--- config.mk ---
export PLATFORM = sky130hd
export DESIGN_NAME = rou_cfg
export DESIGN_NICKNAME = d
export VERILOG_FILES = /design/src/rtl/rou_pkg.sv /design/src/rtl/rou_cfg.sv
export SDC_FILE = /design/constraint.sdc
export NUM_CORES = 1
export LEC_CHECK = 0
export BUFFER_PORTS_ARGS = -buffer_cell sky130_fd_sc_hd__buf_2
export CORE_MARGIN = 1
export CORE_UTILIZATION = 51
export CTS_BUF_LIST = sky130_fd_sc_hd__clkbuf_2
export CTS_CLUSTER_SIZE = 20
export DETAILED_ROUTE_END_ITERATION = 10
export PLACE_DENSITY = 0.82
export SYNTH_ARGS = -nofsm -noshare
export SYNTH_HDL_FRONTEND = slang
export SYNTH_SLANG_ARGS = --single-unit
--- constraint.sdc ---
create_clock -name clk_i -period 0.9 [get_ports clk_i]
set_input_delay 0.09 -clock clk_i [delete_from_list [all_inputs] [get_ports clk_i]]
set_output_delay 0.09 -clock clk_i [all_outputs]
set_load 0.1 [all_outputs]
--- src/rtl/rou_pkg.sv ---
// rou_pkg: shared types, codes and helpers of the rank-one update core
// used by rou_cfg and rank_one_matrix_update_core; no dependencies
package rou_pkg;

  localparam int MaxRowsDef = 256;
  localparam int MaxColsDef = 256;

  localparam int DataW   = 32;
  localparam int IndexW  = 8;
  localparam int CountW  = 9;
  localparam int CfgIdxW = 4;
  localparam int FracW   = 16;
  localparam int ProdW   = 2 * DataW;
  localparam int ShiftW  = ProdW - FracW;
  localparam int SumW    = ShiftW + 1;

  typedef enum logic [1:0] {
    CmdLoadX  = 2'd0,
    CmdLoadY  = 2'd1,
    CmdUpdate = 2'd2
  } cmd_e;

  localparam logic [CfgIdxW-1:0] CfgAlphaGain   = 4'd0;
  localparam logic [CfgIdxW-1:0] CfgBetaGain    = 4'd1;
  localparam logic [CfgIdxW-1:0] CfgRowCount    = 4'd2;
  localparam logic [CfgIdxW-1:0] CfgColumnCount = 4'd3;

  localparam logic [DataW-1:0]  AlphaReset = 32'h0001_0000;
  localparam logic [DataW-1:0]  BetaReset  = 32'h0001_0000;
  localparam logic [CountW-1:0] CountReset = 9'd256;

  typedef struct packed {
    logic [DataW-1:0]  alpha_gain;
    logic [DataW-1:0]  beta_gain;
    logic [CountW-1:0] row_count;
    logic [CountW-1:0] column_count;
  } cfg_t;

  typedef struct packed {
    logic [DataW-1:0] value;
    logic             clipped;
  } sat_t;

  // clip a signed sum to the 32-bit range
  function automatic sat_t sat32(input logic [SumW-1:0] v);
    sat_t r;
    if (v[SumW-1:DataW-1] == {(SumW-DataW+1){v[SumW-1]}}) begin
      r.value   = v[DataW-1:0];
      r.clipped = 1'b0;
    end else begin
      r.value   = v[SumW-1] ? {1'b1, {(DataW-1){1'b0}}} : {1'b0, {(DataW-1){1'b1}}};
      r.clipped = 1'b1;
    end
    return r;
  endfunction

endpackage

--- src/rtl/rou_cfg.sv ---
// rou_cfg: configuration registers of the rank-one update core
// depends on rou_pkg
module rou_cfg (
  input  logic                        clk_i,
  input  logic                        rst_ni,
  input  logic                        cfg_valid_i,
  output logic                        cfg_ready_o,
  input  logic [rou_pkg::CfgIdxW-1:0] cfg_index_i,
  input  logic [rou_pkg::DataW-1:0]   cfg_data_i,
  output rou_pkg::cfg_t               cfg_o
);

  rou_pkg::cfg_t cfg_q;

  assign cfg_ready_o = 1'b1;
  assign cfg_o       = cfg_q;

  always_ff @(posedge clk_i or negedge rst_ni) begin
    if (!rst_ni) begin
      cfg_q.alpha_gain   <= rou_pkg::AlphaReset;
      cfg_q.beta_gain    <= rou_pkg::BetaReset;
      cfg_q.row_count    <= rou_pkg::CountReset;
      cfg_q.column_count <= rou_pkg::CountReset;
    end else if (cfg_valid_i) begin
      unique case (cfg_index_i)
        rou_pkg::CfgAlphaGain:   cfg_q.alpha_gain   <= cfg_data_i;
        rou_pkg::CfgBetaGain:    cfg_q.beta_gain    <= cfg_data_i;
        rou_pkg::CfgRowCount:    cfg_q.row_count    <= cfg_data_i[rou_pkg::CountW-1:0];
        rou_pkg::CfgColumnCount: cfg_q.column_count <= cfg_data_i[rou_pkg::CountW-1:0];
        default: ;
      endcase
    end
  end

endmodule

==> results.md, run 1 <==
- Cts repair resizes: 20
- DP Area: 5580 um^2
- Log Error: [ERROR DPL-0038] Utilization greater than 100%, impossible to legalize
- Net Count, Synth: 218
- Row count: 28
- H-tree Lvls: 3
- #FFs+latches synth: 82
- Die Span X: 82.1 um
- YS warnings: 0
- Total CTS buffers: 9
- Root Buffer: clkbuf_2
- Die height: 82.1 um
- Yosys cell types: 15
- Synthesized area: 3270 um^2
- Mean Syn Cell Area: 18.3 um^2
- Post-Synthesis Cells: 179
- IO buf count: 120
- # IOs: 122
- Fail Step: clock tree synthesis
- Status: stopped before the end
- Clock Sinks: 82
- # Post-CTS Setup Buffers: 19
- Initial Util: 53.9%
- Max Root-Sink Buffers: 2
- Global placer's final weighted congestion: 0.702
- Register area share after synthesis: 62.9%
- CTS hold repair buffers: 33
- DP Wirelength: 6.55 mm
-- Yosys cell counts --
library cell	n	area (um^2)
conb_1	1	3.75
nor2_4	1	11.3
nand4b_2	1	15.0
buf_4	2	15.0
mux2_2	50	563
mux2_1	2	22.5
dfstp_2	4	105
buf_12	3	60.1
buf_2	1	5.00
nor4bb_1	1	10.0
and4b_1	1	10.0
nand4_2	1	12.5
dfrtp_1	78	1950
buf_6	3	33.8
mux2_4	30	450
-- kinds of logic after synthesis --
family	Yosys count	synth area share, %
buffers and inverters	9	3.48
flip-flops	82	62.9
multiplexers	82	31.7
other	1	0.115
AND/OR/NAND/NOR	5	1.80
-- metrics by stage --
stage,setup WS [ps],setup TNS (ps),std cells,hold WS [ps]
detailed placement,-519,-33850,377,112
global placement,-447,-29200,377,108
floorplan,-277,-17480,179,-206
==> run 2, diff against run 1 <==
--- a/config.mk
+++ b/config.mk
@@ -7,11 +7,9 @@
 export LEC_CHECK = 0
 export BUFFER_PORTS_ARGS = -buffer_cell sky130_fd_sc_hd__buf_2
 export CORE_MARGIN = 1
-export CORE_UTILIZATION = 51
-export CTS_BUF_LIST = sky130_fd_sc_hd__clkbuf_2
-export CTS_CLUSTER_SIZE = 20
+export CORE_UTILIZATION = 37
 export DETAILED_ROUTE_END_ITERATION = 10
-export PLACE_DENSITY = 0.82
+export PLACE_DENSITY_LB_ADDON = 0.15
 export SYNTH_ARGS = -nofsm -noshare
 export SYNTH_HDL_FRONTEND = slang
 export SYNTH_SLANG_ARGS = --single-unit
==> run 2 against run 1 <==
Effect of this change: synthesized area unchanged; synthesized cell count unchanged; the flow now finishes, with violations (setup timing).
==> results.md, run 2 <==
- Status: finished, violations left
- Failing checks: setup timing
- Max-Cap Viols: 0
- Critical path's top delay family: flip-flops
- Most area-hungry cell type in the Yosys netlist: dfrtp_1
- Critical Path Start: cfg_o[17]
- Routed len/inst: 18.7 um
- Final wirelength: 8.94 mm
- Count leader, synth: dfrtp_1
- Reg2reg setup slack: -100 ps
- Synthesized area: 3270 um^2
- Max Root-Sink Buffers: 2
- Post-synth EDFFs: 0
- # IOs: 122
- Post-Synth Simple-Gate Area: 1.80%
- Initial drt markers: 32
- Overflow after GRT: 0
- Worst Skew: 0 ps
- Dominant cells by area after synthesis: dfrtp_1 (60%), mux2_2 (17%), mux2_4 (14%)
- Register area share after synthesis: 62.9%
- Post-synthesis compound-gate area fraction: 0%
- Seq pwr share: 28.3%
- H-tree Lvls: 3
- Asr flop ratio synth: 100%
- Switching Fraction: 47.1%
- Total CTS buffers: 9
- Setup tns final: -15760 ps
- Hold Path Class: in -> reg
- #FFs+latches synth: 82
- Leakage power: 2.92 nW
- IO buf count: 120
- WP data required: 810 ps
- Post-Place Cells: 411
- Mean Syn Cell Area: 18.3 um^2
- Period utilization: 139%
- Power per cell area: 3210 nW/um^2
- CP Buf/Inv Count: 1
- Final Hold Fails: 0
- Share of the synthesized area in the top cell type: 59.7%
- Final nets: 406
- WS Path Type: reg -> out
- CP endpoint kind: output pin
- P_sw: 9.82 mW
- Critical path, cell by cell: buf_12
- Adder-cell share of the synthesized area: 0%
- Die Span X: 96 um
- Most frequent cells in the layout: buf_12 (91), mux2_4 (81), dfrtp_2 (60), buf_2 (34), buf_6 (26)
- Largest family of logic cells by synthesized area: multiplexers
- Final worst slack: -351 ps
- Peak supply drop: 0.00174 V
- Mux share of post-synthesis cell area: 31.7%
- Antenna Violating Nets Remaining: 0
- Worst r2r src: cfg_o[0]
- DP Wirelength: 5.90 mm
- Hold path cells: 2
- Clock Sinks: 82
- Multi-input logic area: 1320 um^2
- Crit-path max FO: 2
- Vias per cell: 4.64
- Row count: 33
- Initial Util: 39.0%
- Pin count of the biggest net entering global routing: 32
- Commonest non-fill, non-tap cell in the layout: buf_12
- Area grow syn2layout: 98.7%
- DRC: 0
- Synth top cells by count: dfrtp_1 (78), mux2_2 (50), mux2_4 (30), dfstp_2 (4)
- XOR/XNOR share of the synthesized area: 0%
- Post-Synthesis Cells: 179
- Logic pwr share: 59.4%
- Setup violators final: 135
- Max reg flops: 82
- Root Buffer: clkbuf_8
- Worst EP arrival: 1160 ps
- Fmax: 800 MHz
- Die height: 96 um
- Net Count, Synth: 218
- RSZ-0062 raised after global routing: true
- Total core area: 8380 um^2
- CP max stage cell: dfstp_4
- Pint: 11.0 mW
- First-pass GRT wire length: 14.2 mm
- Ys flop type: dfrtp_1
- DRT Pass-1 Iters: 4
- Max incr delay on CP: 640 ps
- Fin cells: 477
- Critical hold path startpoint: cfg_data_i[30]
- Yosys cell types: 15
- Initial antenna violation count: 0
- WHS Endpoint: cfg_o[80]
- Clock power share: 12.3%
- CTS tree: yes
- N_diodes: 0
- Layout cells sized above 1: 93.3%
- Via Count: 2214
- Global placer's final weighted congestion: 0.677
- DP Area: 5670 um^2
- Flip-flop and latch area: 2210 um^2
- Pins Over Slew Limit: 0
- Fill cells: 468
- YS warnings: 0
- Clk slew on worst S/H paths: 80 ps
- Vias in the first global route: 2448
- RR Endpoint: cfg_o[0]
- Die Area: 9220 um^2
- GRT Overall Usage: 21.4%
- Worst R2R Path Depth: 2
- Post-route cell area: 6490 um^2
- Final min period: 1250 ps
- Worst skew pair latency: 340 ps
- Worst setup SP type: flip-flop
run 2: cell type report:
| class | instances | area share [%] |
|---|---|---|
| sequential | 82 | 34.1 |
| clock inverter | 3 | 0.347 |
| timing repair buffer | 186 | 40.6 |
| clock buffer | 13 | 2.60 |
| multi-input combinational | 88 | 20.3 |
| tap | 105 | 2.02 |
run 2: cell families (layout without fill, tap and decap cells):
| family | Yosys count | in the layout |
|---|---|---|
| simple gates | 5 | 5 |
| buf+inv | 9 | 202 |
| mux | 82 | 82 |
| flops | 82 | 82 |
| other cells | 1 | 1 |
run 2: metrics by stage:
step / power [mW] / utilization [%] / hold slack (ps) / worst slack, ps
after CTS: 20.8 / 77.6 / 3.41 / -366
after global placement: 17.7 / 67.7 / -47.7 / -409
after detailed placement: 17.8 / 67.7 / -48.0 / -451
after floorplan: 13.0 / - / -206 / -277
after global routing: 21.5 / 77.5 / 4.71 / -388
final: 20.9 / 77.5 / 23.0 / -351
run 2: worst max-delay path by stage:
stage,end,depth (start not counted)
final,cfg_o[17],1
after global routing,cfg_o[8],1
after CTS,cfg_o[17],1
after detailed placement,cfg_o[62],5
after global placement,cfg_o[62],5
after floorplan,cfg_o[50],5
run 2: timing repair:
action                                  4_1_cts  5_1_grt
setup buffers                                22       10
gates resized for setup                      35       24
pin swaps                                     3        2
cloned                                        5        0
endpoints found under the hold margin       123        0
endpoints found under the setup margin      143      159
hold buffers                                 23        0
run 2: metal layers:
layer  up-vias  GRT usage, %  wire [um]
li1       1000             -          -
met1      1127          29.5       4070
met2        82          32.3       4250
met3         5          6.24        582
met4         0          7.09         38
met5         -             0          0
run 2: power by group through the flow:
stage	clock network [mW]	logic [mW]	registers [mW]
2_1_floorplan	0	1.26	11.8
3_3_place_gp	0	11.8	5.90
3_5_place_dp	0	11.8	5.93
4_1_cts	2.63	12.3	5.89
5_1_grt	2.78	12.7	6.01
6_report	2.56	12.4	5.90
(Power assumes the default switching activity.)
==> run 3, diff against run 2 <==
--- a/config.mk
+++ b/config.mk
@@ -7,7 +7,7 @@
 export LEC_CHECK = 0
 export BUFFER_PORTS_ARGS = -buffer_cell sky130_fd_sc_hd__buf_2
 export CORE_MARGIN = 1
-export CORE_UTILIZATION = 37
+export CORE_UTILIZATION = 45
 export DETAILED_ROUTE_END_ITERATION = 10
 export PLACE_DENSITY_LB_ADDON = 0.15
 export SYNTH_ARGS = -nofsm -noshare
==> constraint.sdc (replaced) <==
create_clock -name clk_i -period 1.5 [get_ports clk_i]
set_input_delay 0.15 -clock clk_i [delete_from_list [all_inputs] [get_ports clk_i]]
set_output_delay 0.15 -clock clk_i [all_outputs]
set_load 0.1 [all_outputs]
==> run 3 against run 2 <==
Effect of this change: highest routed layer unchanged; hold slack improved by 13 ps; via count decreased by 12%; global-route usage fell by 3.2 points; non-clock buffer count down 56; the flow now finishes without violations; cell count decreased by 14%; clock-buffer cell count is 3 lower; first-iteration DRC count stayed put; critical path type unchanged.
==> results.md, run 3 (synthesis results as in run 2) <==
- Hold Path Class: in -> reg
- Setup tns final: 0 ps
- Pin count of the biggest net entering global routing: 83
- Total CTS buffers: 9
- Area grow syn2layout: 29.0%
- # IOs: 122
- Row count: 30
- Status: complete, no violations
- Period utilization: 96.6%
- Worst skew pair latency: 340 ps
- Die Area: 7610 um^2
- Worst r2r src: cfg_o[41]
- Via Count: 1958
- Worst EP arrival: 1300 ps
- # Post-CTS Setup Buffers: 0
- H-tree Lvls: 3
- Antenna Violating Nets Remaining: 0
- DP Wirelength: 4.55 mm
- Critical hold path startpoint: cfg_data_i[24]
- Post-Place Cells: 395
- Max reg flops: 82
- Most frequent cells in the layout: buf_2 (118), dfrtp_1 (78), mux2_2 (50), mux2_4 (30), clkbuf_8 (9)
- Critical path's top delay family: flip-flops
- Critical path, cell by cell: buf_2
- IO buf count: 120
- GRT Overall Usage: 18.1%
- Vias in the first global route: 2054
- Fill cells: 587
- RSZ-0062 raised after global routing: false
- CP max stage cell: dfstp_2
- Reg2reg setup slack: 710 ps
- Worst setup SP type: flip-flop
- Routed len/inst: 15.7 um
- Initial antenna violation count: 0
- Fin cells: 411
- Initial Util: 47.3%
- WHS Endpoint: cfg_o[42]
- WS Path Type: reg -> out
- Overflow after GRT: 0
- Max Root-Sink Buffers: 2
- Multi-input logic area: 1110 um^2
- Root Buffer: clkbuf_8
- CP endpoint kind: output pin
- Flip-flop and latch area: 2060 um^2
- Crit-path max FO: 2
- Clock Sinks: 82
- RR Endpoint: cfg_o[41]
- Final Hold Fails: 0
- Final nets: 350
- Total core area: 6910 um^2
- Die Span X: 87.2 um
- Layout cells sized above 1: 73.3%
- Fmax: 690 MHz
- WP data required: 1350 ps
- CP Buf/Inv Count: 1
- Worst Skew: 0 ps
- Max incr delay on CP: 530 ps
- Pins Over Slew Limit: 0
- Global placer's final weighted congestion: 0.662
- Max-Cap Viols: 0
- Initial drt markers: 32
- CTS tree: yes
- Commonest non-fill, non-tap cell in the layout: buf_2
- DRC: 0
- Vias per cell: 4.76
- Hold path cells: 2
- Die height: 87.2 um
- Clk slew on worst S/H paths: 90 ps
- Final min period: 1450 ps
- Final wirelength: 6.44 mm
- N_diodes: 0
- DRT Pass-1 Iters: 4
- Worst R2R Path Depth: 1
- First-pass GRT wire length: 10.2 mm
- Setup violators final: 0
-- run 3: changes by cell type in the layout (fill, tap and decap cells not counted), sizes merged --
cell and change:
bufinv +2, clkinv +1, buf -35, clkbuf -2
dlygate4sd3 -22, clkinvlp -1
-- run 3: final cells by class --
| type | instances | share of cell area [%] |
|---|---|---|
| Sequential cell | 82 | 48.8 |
| Tap cell | 96 | 2.85 |
| Timing Repair Buffer | 130 | 17.1 |
| Multi-Input combinational cell | 88 | 26.4 |
| Clock inverter | 5 | 1.90 |
| Clock buffer | 10 | 3.02 |
-- run 3: metrics by stage --
stage	utilization, %	setup slack [ps]	hold slack [ps]	instance area, um^2
after floorplan	-	220	-146	3270
after global placement	57.9	95.3	215	4000
after detailed placement	57.9	37.0	214	4000
after CTS	61.1	31.5	21.8	4220
after global routing	61.1	15.4	25.8	4220
final	61.1	51.2	36.1	4220
-- run 3: repair_timing --
| item | in CTS | in global routing |
|---|---|---|
| hold buffers | 1 | 0 |
| hold endpoints to repair | 78 | 0 |
| gates resized for setup | 0 | 1 |
| endpoints found under the setup margin | 0 | 1 |
-- run 3: how the worst max path moves through the flow --
stage	start	to	slack [ps]	depth (start not counted)
3_5_place_dp	cfg_index_i[3]	cfg_o[65]	40	5
2_1_floorplan	cfg_o[41]	cfg_o[41]	220	1
4_1_cts	cfg_o[34]	cfg_o[34]	30	1
5_1_grt	cfg_o[66]	cfg_o[66]	20	1
6_report	cfg_o[66]	cfg_o[66]	50	1
3_3_place_gp	cfg_index_i[3]	cfg_o[78]	100	5
-- run 3: layer usage --
metal / wire (um) / vias to the layer above / GRT usage, %
met1: 2810 / 980 / 22.7
met2: 3150 / 69 / 29.4
met4: 94 / 0 / 8.94
met5: 0 / - / 0
li1: - / 900 / -
met3: 395 / 9 / 4.55
Power of run 3 is left out: the tool's default activity adds up to more than one toggle a clock period on the data nets, which glitch-free logic cannot reach.
==> run 4, diff against run 3 <==
--- a/config.mk
+++ b/config.mk
@@ -5,8 +5,7 @@
 export SDC_FILE = /design/constraint.sdc
 export NUM_CORES = 1
 export LEC_CHECK = 0
-export BUFFER_PORTS_ARGS = -buffer_cell sky130_fd_sc_hd__buf_2
-export CORE_MARGIN = 1
+export BUFFER_PORTS_ARGS = -buffer_cell sky130_fd_sc_hd__buf_4
 export CORE_UTILIZATION = 45
 export DETAILED_ROUTE_END_ITERATION = 10
 export PLACE_DENSITY_LB_ADDON = 0.15
==> run 4 against run 3 <==
Effect of this change: clock-buffer cell count is 1 higher; critical endpoint is now cfg_o[8]; setup slack better by 120 ps; wire length grew 3.6%.
==> results.md, run 4 (synthesis results as in run 2) <==
- Max-Cap Viols: 0
- Initial Util: 47.3%
- CTS tree: yes
- Most frequent cells in the layout: buf_4 (129), dfrtp_1 (78), mux2_2 (50), mux2_4 (30), clkbuf_8 (9)
- Critical path, cell by cell: buf_4
- M1 GR Usage: 24.5%
- Vias in the first global route: 1978
- Via Count: 1964
- CP max stage cell: dfstp_2
- H-tree Lvls: 3
- Pins Over Slew Limit: 0
- Period utilization: 88.3%
- Initial antenna violation count: 0
- First-pass GRT wire length: 10.3 mm
- GRT Overall Usage: 18.6%
- Global placer's final weighted congestion: 0.689
- Die height: 87.2 um
- DRC: 0
- GR Layer Usage met3: 6.54%
- Final wirelength: 6.68 mm
- Crit-path max FO: 2
- Max incr delay on CP: 540 ps
- Total core area: 6910 um^2
- Setup violators final: 0
- Pre-CTS setup slack: 96.9 ps
- RSZ-0062 raised after global routing: false
- WS Path Type: reg -> out
- Area grow syn2layout: 39.0%
- Antenna Violating Nets Remaining: 0
- N_diodes: 0
- Critical path's top delay family: flip-flops
- # IOs: 122
- Routing usage on met2: 27.5%
- IO buf count: 120
- Cts repair resizes: 0
- Pin count of the biggest net entering global routing: 35
- Status: complete, no violations
- Die Area: 7610 um^2
- Commonest non-fill, non-tap cell in the layout: buf_4
- Max Root-Sink Buffers: 2
- Hold Path Class: in -> reg
- CP Buf/Inv Count: 1
- Total CTS buffers: 9
- Layout cells sized above 1: 73.3%
- CP endpoint kind: output pin
- Grt peak-use layer: met2
- Final nets: 352
- Row count: 30
- CTS hold repair buffers: 1
- Worst skew pair latency: 340 ps
- Initial drt markers: 38
- Fmax: 755 MHz
- Clock Sinks: 82
- Setup tns final: 0 ps
- DP Wirelength: 4.78 mm
- Overflow after GRT: 0
- Worst setup SP type: flip-flop
- Max reg flops: 82
- Final min period: 1320 ps
- Final worst slack: 175 ps
- Routed len/inst: 16.1 um
- Worst Skew: 0 ps
- Root Buffer: clkbuf_8
- DRT Pass-1 Iters: 4
- Worst EP arrival: 1170 ps
- WP data required: 1350 ps
- Die Span X: 87.2 um
- Final Hold Fails: 0
- # Post-CTS Setup Buffers: 0
- Vias per cell: 4.74
- Clk slew on worst S/H paths: 80 ps
[run 4: path summary, 6_finish.rpt]
kind	to	slack [ps]	from	depth (start not counted)
max	cfg_o[8]	180	cfg_o[8]	1
min reg2reg	cfg_o[41]	490	cfg_o[41]	1
min	cfg_o[41]	30	cfg_data_i[23]	2
min in group asynchronous	cfg_o[39]	280	rst_ni	2
max in group asynchronous	cfg_o[8]	640	rst_ni	3
max reg2reg	cfg_o[42]	700	cfg_o[42]	1
[run 4: layout make-up]
cell class              instances  area [um^2]
clock buffers                  11          131
clock inverters                 5          103
fillers                       569         2360
multi-input cells              88         1110
flip-flops and latches         82         2060
well taps                      96          120
repair buffers                132         1020
[run 4: routing by layer]
metal	part of all wire, %	vias up
li1	-	901
met1	44	973
met2	47	78
met3	7.2	12
met4	1.8	0
met5	0	-
[run 4: per-stage QoR]
stage	hold slack, ps	utilization [%]	cell area [um^2]	std cells
4_1_cts	17.1	65.8	4540	414
5_1_grt	12.0	65.8	4540	414
2_1_floorplan	-146	-	3270	179
3_3_place_gp	116	62.2	4300	397
6_report	31.5	65.8	4540	414
3_5_place_dp	113	62.2	4300	397
Power of run 4 is left out for the same reason.
